--- src/hw/rtl/okl_pkg.sv ---
`timescale 1ns / 1ps
`default_nettype none

package okl_pkg;

  typedef enum logic [2:0] {
    CMD_APPEND = 3'd0,
    CMD_REMOVE = 3'd1,
    CMD_LOOKUP = 3'd2,
    CMD_READ   = 3'd3,
    CMD_CLEAR  = 3'd4
  } okl_cmd_e;

  typedef enum logic [2:0] {
    ST_OK      = 3'd0,
    ST_NULL    = 3'd1,
    ST_DUP     = 3'd2,
    ST_MISSING = 3'd3,
    ST_RANGE   = 3'd4,
    ST_FULL    = 3'd5
  } okl_status_e;

  typedef enum logic [2:0] {
    S_IDLE,
    S_DECODE,
    S_SCAN,
    S_SHIFT,
    S_RDCAP,
    S_DONE
  } okl_state_e;

  // controller to datapath
  typedef struct packed {
    logic        latch;
    logic        scan_init;
    logic        scan_run;
    logic        shift_init;
    logic        shift_run;
    logic        do_append;
    logic        count_dec;
    logic        count_clr;
    logic        rd_pos;
    logic        cap_rd;
    logic        cap_hit;
    logic        set_st;
    okl_status_e st_val;
    logic        out_load;
  } okl_ctl_t;

  // datapath to controller
  typedef struct packed {
    logic [2:0] cmd;
    logic       handle_null;
    logic       hit;
    logic       scan_done;
    logic       full;
    logic       pos_oor;
    logic       out_free;
  } okl_sts_t;

endpackage

`default_nettype wire

--- src/hw/rtl/okl_ctrl.sv ---
`timescale 1ns / 1ps
`default_nettype none

module okl_ctrl import okl_pkg::*; (
  input  wire logic     clk_i,
  input  wire logic     rst_ni,
  input  wire logic     in_valid_i,
  output logic          in_ready_o,
  input  wire okl_sts_t sts_i,
  output okl_ctl_t      ctl_o
);

  okl_state_e state_q, state_d;

  always_ff @(posedge clk_i or negedge rst_ni) begin
    if (!rst_ni) begin
      state_q <= S_IDLE;
    end else begin
      state_q <= state_d;
    end
  end

  always_comb begin
    state_d    = state_q;
    ctl_o      = '0;
    ctl_o.st_val = ST_OK;
    in_ready_o = 1'b0;
    unique case (state_q)
      S_IDLE: begin
        in_ready_o = 1'b1;
        if (in_valid_i) begin
          ctl_o.latch = 1'b1;
          state_d     = S_DECODE;
        end
      end
      S_DECODE: begin
        unique case (sts_i.cmd)
          CMD_APPEND: begin
            if (sts_i.handle_null) begin
              ctl_o.set_st = 1'b1;
              ctl_o.st_val = ST_NULL;
              state_d      = S_DONE;
            end else begin
              ctl_o.scan_init = 1'b1;
              state_d         = S_SCAN;
            end
          end
          CMD_REMOVE, CMD_LOOKUP: begin
            ctl_o.scan_init = 1'b1;
            state_d         = S_SCAN;
          end
          CMD_READ: begin
            if (sts_i.pos_oor) begin
              ctl_o.set_st = 1'b1;
              ctl_o.st_val = ST_RANGE;
              state_d      = S_DONE;
            end else begin
              ctl_o.rd_pos = 1'b1;
              state_d      = S_RDCAP;
            end
          end
          CMD_CLEAR: begin
            ctl_o.count_clr = 1'b1;
            state_d         = S_DONE;
          end
          default: begin
            state_d = S_DONE;
          end
        endcase
      end
      S_SCAN: begin
        priority if (sts_i.hit) begin
          unique case (sts_i.cmd)
            CMD_APPEND: begin
              ctl_o.set_st = 1'b1;
              ctl_o.st_val = ST_DUP;
              state_d      = S_DONE;
            end
            CMD_REMOVE: begin
              ctl_o.cap_hit    = 1'b1;
              ctl_o.shift_init = 1'b1;
              state_d          = S_SHIFT;
            end
            default: begin
              ctl_o.cap_hit = 1'b1;
              state_d       = S_DONE;
            end
          endcase
        end else if (sts_i.scan_done) begin
          state_d = S_DONE;
          if (sts_i.cmd == CMD_APPEND) begin
            if (sts_i.full) begin
              ctl_o.set_st = 1'b1;
              ctl_o.st_val = ST_FULL;
            end else begin
              ctl_o.do_append = 1'b1;
            end
          end else begin
            ctl_o.set_st = 1'b1;
            ctl_o.st_val = ST_MISSING;
          end
        end else begin
          ctl_o.scan_run = 1'b1;
        end
      end
      S_SHIFT: begin
        if (sts_i.scan_done) begin
          ctl_o.count_dec = 1'b1;
          state_d         = S_DONE;
        end else begin
          ctl_o.shift_run = 1'b1;
        end
      end
      S_RDCAP: begin
        ctl_o.cap_rd = 1'b1;
        state_d      = S_DONE;
      end
      S_DONE: begin
        if (sts_i.out_free) begin
          ctl_o.out_load = 1'b1;
          state_d        = S_IDLE;
        end
      end
      default: begin
        state_d = S_IDLE;
      end
    endcase
  end

endmodule

`default_nettype wire

--- config.mk ---
export PLATFORM = sky130hd
export DESIGN_NAME = okl_ctrl
export DESIGN_NICKNAME = d
export VERILOG_FILES = /design/src/hw/rtl/okl_pkg.sv /design/src/hw/rtl/okl_ctrl.sv
export SDC_FILE = /design/constraint.sdc
export NUM_CORES = 1
export LEC_CHECK = 0
export CORE_MARGIN = 2
export CORE_UTILIZATION = 25
export DETAILED_ROUTE_END_ITERATION = 8
export DONT_BUFFER_PORTS = 1
export GPL_TIMING_DRIVEN = 0
export SLEW_MARGIN = 20
export SYNTH_ARGS = -nofsm -noshare
export SYNTH_HDL_FRONTEND = slang
export SYNTH_SLANG_ARGS = --single-unit
--- constraint.sdc ---
create_clock -name clk_i -period 2.4 [get_ports clk_i]
set_input_delay 0.24 -clock clk_i [delete_from_list [all_inputs] [get_ports clk_i]]
set_output_delay 0.24 -clock clk_i [all_outputs]
set_load 0.1 [all_outputs]
After elaboration in Yosys (flattened, before gate mapping):

Index checks and enable logic that the tools add are counted.

* eq/ne operators: 11
* mux-type cells: 47
* reduce and logical (&&, ||, !) cells: 4

Operator list (number)
* $mux W4: 7
* $mux W1: 27
* $mux W3: 6
* $pmux W3 S6: 1
* $pmux W4 S2: 2
* $eq A3 B2 Y1 const B: 4
* $eq A3 B3 Y1 const B: 3
* $pmux W3 S3: 1
* $eq A3 B1 Y1 const B: 2
* $logic_not A3 Y1: 2
* $mux W2: 2
* $ne A2 B2 Y1 const B: 2
* $pmux W1 S2: 1
* $reduce_and A2 Y1: 1
* $reduce_or A2 Y1: 1

* register bits after elaboration: 3
* output and inout bits: 17
* word-level logic and storage cells: 63

Logic depth before layout (Yosys ltp):

* depth after elaboration: 5
* mapped depth: 5

Worst setup path after synthesis:

OpenSTA, ideal clock, no wires.

* path kind: register to output
* from: register state_q[1]
* to: output port ctl_o[15] (netlist name)
* data arrival time: 3633 ps
* data required time: 2160 ps
* slack: -1473 ps
* cell stages (with the launch flop): 4
* buffers on the path: 1
* cells stage by stage: dfrtp_1 buf_2 nor3_1 and2_1

RTL lines
* start: declaration: line okl_ctrl.sv:13 `okl_state_e state_q, state_d;`
* start signal: assignment: line okl_ctrl.sv:19 `state_q <= state_d;`
* end: declaration: line okl_ctrl.sv:10 `output okl_ctl_t ctl_o`

==> run summary <==
The final design utilization came out at 44.8%. The worst register-to-register path has a depth of 6. The largest stage delay on the critical path is 0.81 ns. 0 antenna diodes ended up in the layout. Synthesis produced a netlist with a net count of 79. The main combinational cell family by area after synthesis is simple AND/OR/NAND/NOR gates.

Cells with a size suffix above 1 make up 47.4% of the layout. The H-tree depth came out at 1. At the pin with the least slew margin, the transition time is 1.13 ns. The number of antenna violations at the first check in global routing is 0. The total clock buffers created by CTS is 3. TritonCTS built the clock tree. The number of flip-flops under the largest register name is 3. The adder-cell area share of the yosys netlist is 0%.

state_q holds more flip-flops than any other register. Traced cell by cell, the critical path runs through nand2b_4, or3_4, nor3_4. The reg-to-reg setup timing slack came out at 0.61 ns. In this run, the clock network consumes 9.3% of the power.

Detailed placement ended at an HPWL of 1.10 mm. The number of clock sinks seen by CTS is 3. The row count is 15.

The die is 47.4 µm tall. The layout-stage area growth over the synthesis result came out at 66.2%. The cell area after synthesis is 470 µm². The standby leakage power came out at 0.267 nW. The global-route wire length before repair came out at 2.24 mm. The pin count of the biggest net entering global routing came out at 11. The worst pin sits at a relative slew slack of 24.1%.

After detailed routing, the number of vias per cell comes to 5.28. The critical path is of the register to primary output type. The required time of the critical path came out at 2.16 ns. The largest registers in the layout are state_q x3.

Registers are responsible for 10.5% of the overall power. Including well taps, the total number of placed cells is 98. The proportion of total power due to net switching came out at 59.9%. For this run, the total global-route usage over all layers was measured as 13.7%.

The share of the cycle needed by the critical path after routing is 95.0%. The final worst clock skew is 0.00130 ns. The count of state elements after synthesis is 3. The number of cells in the finished layout apart from fillers is 103. The total overflow left after global routing is 0. For this design the top-level I/O count stands at 29. The internal power of the cells is 0.374 mW. The total power divided by cell area is 1190 mW/mm². At the later pin of the worst-skew pair, clock insertion delay measures 0.23 ns.

The net total in the final layout came out at 91. The cell sitting at the root of the clock tree is a sky130_fd_sc_hd__clkbuf_4. Measured along the x axis, the die boundary spans 47.4 µm. Combinational logic burns 80.2% of the power. The largest fanout of any net on the critical path came out at 5. The number of global-route vias before repair came out at 523.

The worst hold slack after final layout came out at 0.262 ns. The path category of the worst min-delay check is input pin to asynchronous set/reset pin. Adding up every negative setup slack in the final design gives 0 ns.

The post-layout total power is 0.934 mW. The synthesized netlist devotes 17.8% of its cell area to compound gates. The capture instance of the worst register-to-register path is state_q[1]. The max-slew violation count was 0. The routed length per placed instance is 14.3 µm. The detailed-router iteration count before antenna repair is 4. The final route contains 544 vias. In the routed design, unresolved DRC markers number 0.

The detailed-route wire length is 1.48 mm. The average cell area after synthesis is 7.02 µm². The launch instance of the worst register-to-register path is state_q[1]. The deepest clock path buffer count came out at 2. The post-synthesis cell type count is 30. The first routing iteration left 9 violations. Buffers placed on the I/O ports in this run total 0. The xor and xnor fraction of the mapped netlist area came out at 0%. Max-cap violations in this run came to 0. The full die area came out at 0.00224 mm². The library cell used most frequently in the layout, excluding fill and tap cells, is sky130_fd_sc_hd__nand2_1. For this run, the number of Yosys warnings is 0. In the layout the commonest cells are 9 x sky130_fd_sc_hd__nand2_1, 5 x sky130_fd_sc_hd__nor2_2, 4 x sky130_fd_sc_hd__nor3b_4, 4 x sky130_fd_sc_hd__nor2_1. The number of failing hold endpoints at the final stage came to 0. The clock transition at the registers of the reported paths is 0.04 ns. Setup repair after global routing left no endpoint under its margin.

The worst setup path is captured at a primary output. The number of instances in the synthesized netlist is 67. The number of endpoints failing setup at the final stage came out at 0.

The effective utilization at floorplan came out at 27.0%. The time the worst path needs with I/O delays and setup is 2.28 ns. The register area share after synthesis came out at 16.0%.

In this run the power spent charging and discharging nets is 0.559 mW. After Yosys synthesis, and, or, nand and nor cells account for 57.4% of the synthesized area. The critical path data arrival time came out at 2.04 ns. The antenna violation net count after detailed routing came out at 0.

For this design, the slowest cell found on the critical path is sky130_fd_sc_hd__nor3_4. The final weighted congestion of routability-driven global placement came out at 0.779. The multiplexer area fraction after synthesis came out at 0%.

The flow ran to the end, and the final reports show no timing, DRC or antenna violations. The worst supply voltage drop on vdd is 0.463 mV. The upper clock frequency limit came out at 438 MHz. STA classifies the critical path startpoint as a register. The total core area is 0.00175 mm².
-- through the flow --
step	cell area (µm²)	setup slack (ns)
after floorplan	528	-0.552
final	782	0.119
after global routing	782	0.0251
after CTS	757	0.0122
after global placement	559	-0.647
after detailed placement	717	0.155
-- worst max-delay path: cells and delay by family, from the launching register on --
kind / cells / cell delay (ns)
DFF: 1 / 0.43
and+or+nand+nor: 3 / 1.38
-- final cells by class --
type                            count  area, µm²
Tap cell                           25       31.3
Timing Repair Buffer                7        103
Multi-Input combinational cell     58        498
Clock buffer                        4       26.3
Fill cell                         177        963
Sequential cell                     3       76.3
Buffer                              6       47.5
-- layer usage --
layer	wire length, µm	global-route usage [%]	vias up
met5	0	0	-
met4	0	1.67	0
met3	114	5.38	0
met2	719	22.7	16
met1	641	17.2	259
li1	-	-	269
-- worst max-delay path by stage --
stage | start | to | slack (ns) | cells after the start
2_1_floorplan | state_q[1] | ctl_o[15] | -0.55 | 3
3_3_place_gp | state_q[1] | ctl_o[15] | -0.65 | 3
4_1_cts | state_q[0] | ctl_o[2] | 0.01 | 4
3_5_place_dp | sts_i[7] | ctl_o[2] | 0.15 | 4
6_report | state_q[1] | ctl_o[7] | 0.12 | 3
5_1_grt | state_q[1] | ctl_o[1] | 0.03 | 5
-- Yosys cell counts, drive strengths merged --
cell	instances	area share [%]
nor2	9	7.2
nand2	10	8.0
buf	6	8.8
nor4bb	1	2.1
a221oi	1	1.9
nor2b	1	1.3
nand4	1	1.3
o21ai	2	2.1
nand4b	1	1.9
and2	1	1.3
nand2b	4	6.9
dfrtp	3	16
nor3	5	5.3
a311o	1	2.1
o2bb2ai	1	1.9
or3b	1	1.9
nor4	3	4.0
a211oi	1	1.6
a31oi	2	2.7
or3	2	3.7
o22ai	1	1.3
a21oi	4	4.3
nor3b	5	11
nand3	1	1.1
-- power by group through the flow --
stage / logic, mW / clock network [mW] / registers (mW)
after floorplan: 0.541 / 0 / 0.0876
after global placement: 0.587 / 0 / 0.0929
after detailed placement: 0.729 / 0 / 0.0929
after CTS: 0.737 / 0.0893 / 0.0933
after global routing: 0.789 / 0.0931 / 0.100
final: 0.749 / 0.0869 / 0.0979
-- cells by family (layout without fill, tap and decap cells) --
| group | Yosys count | in the layout |
|---|---|---|
| simple gates | 45 | 45 |
| compound gates | 13 | 13 |
| buf+inv | 6 | 17 |
| flops | 3 | 3 |
-- repair_timing --
| action | 4_1_cts | 5_1_grt |
|---|---|---|
| endpoints found under the setup margin | 4 | 5 |
| buffers inserted | 0 | 0 |
| pin swaps | 1 | 1 |
| gates resized for setup | 2 | 6 |
| endpoints found under the hold margin | 3 | 0 |
| hold buffers | 1 | 0 |
| gates cloned | 0 | 0 |
No activity file was read; power rests on OpenSTA's default activity.
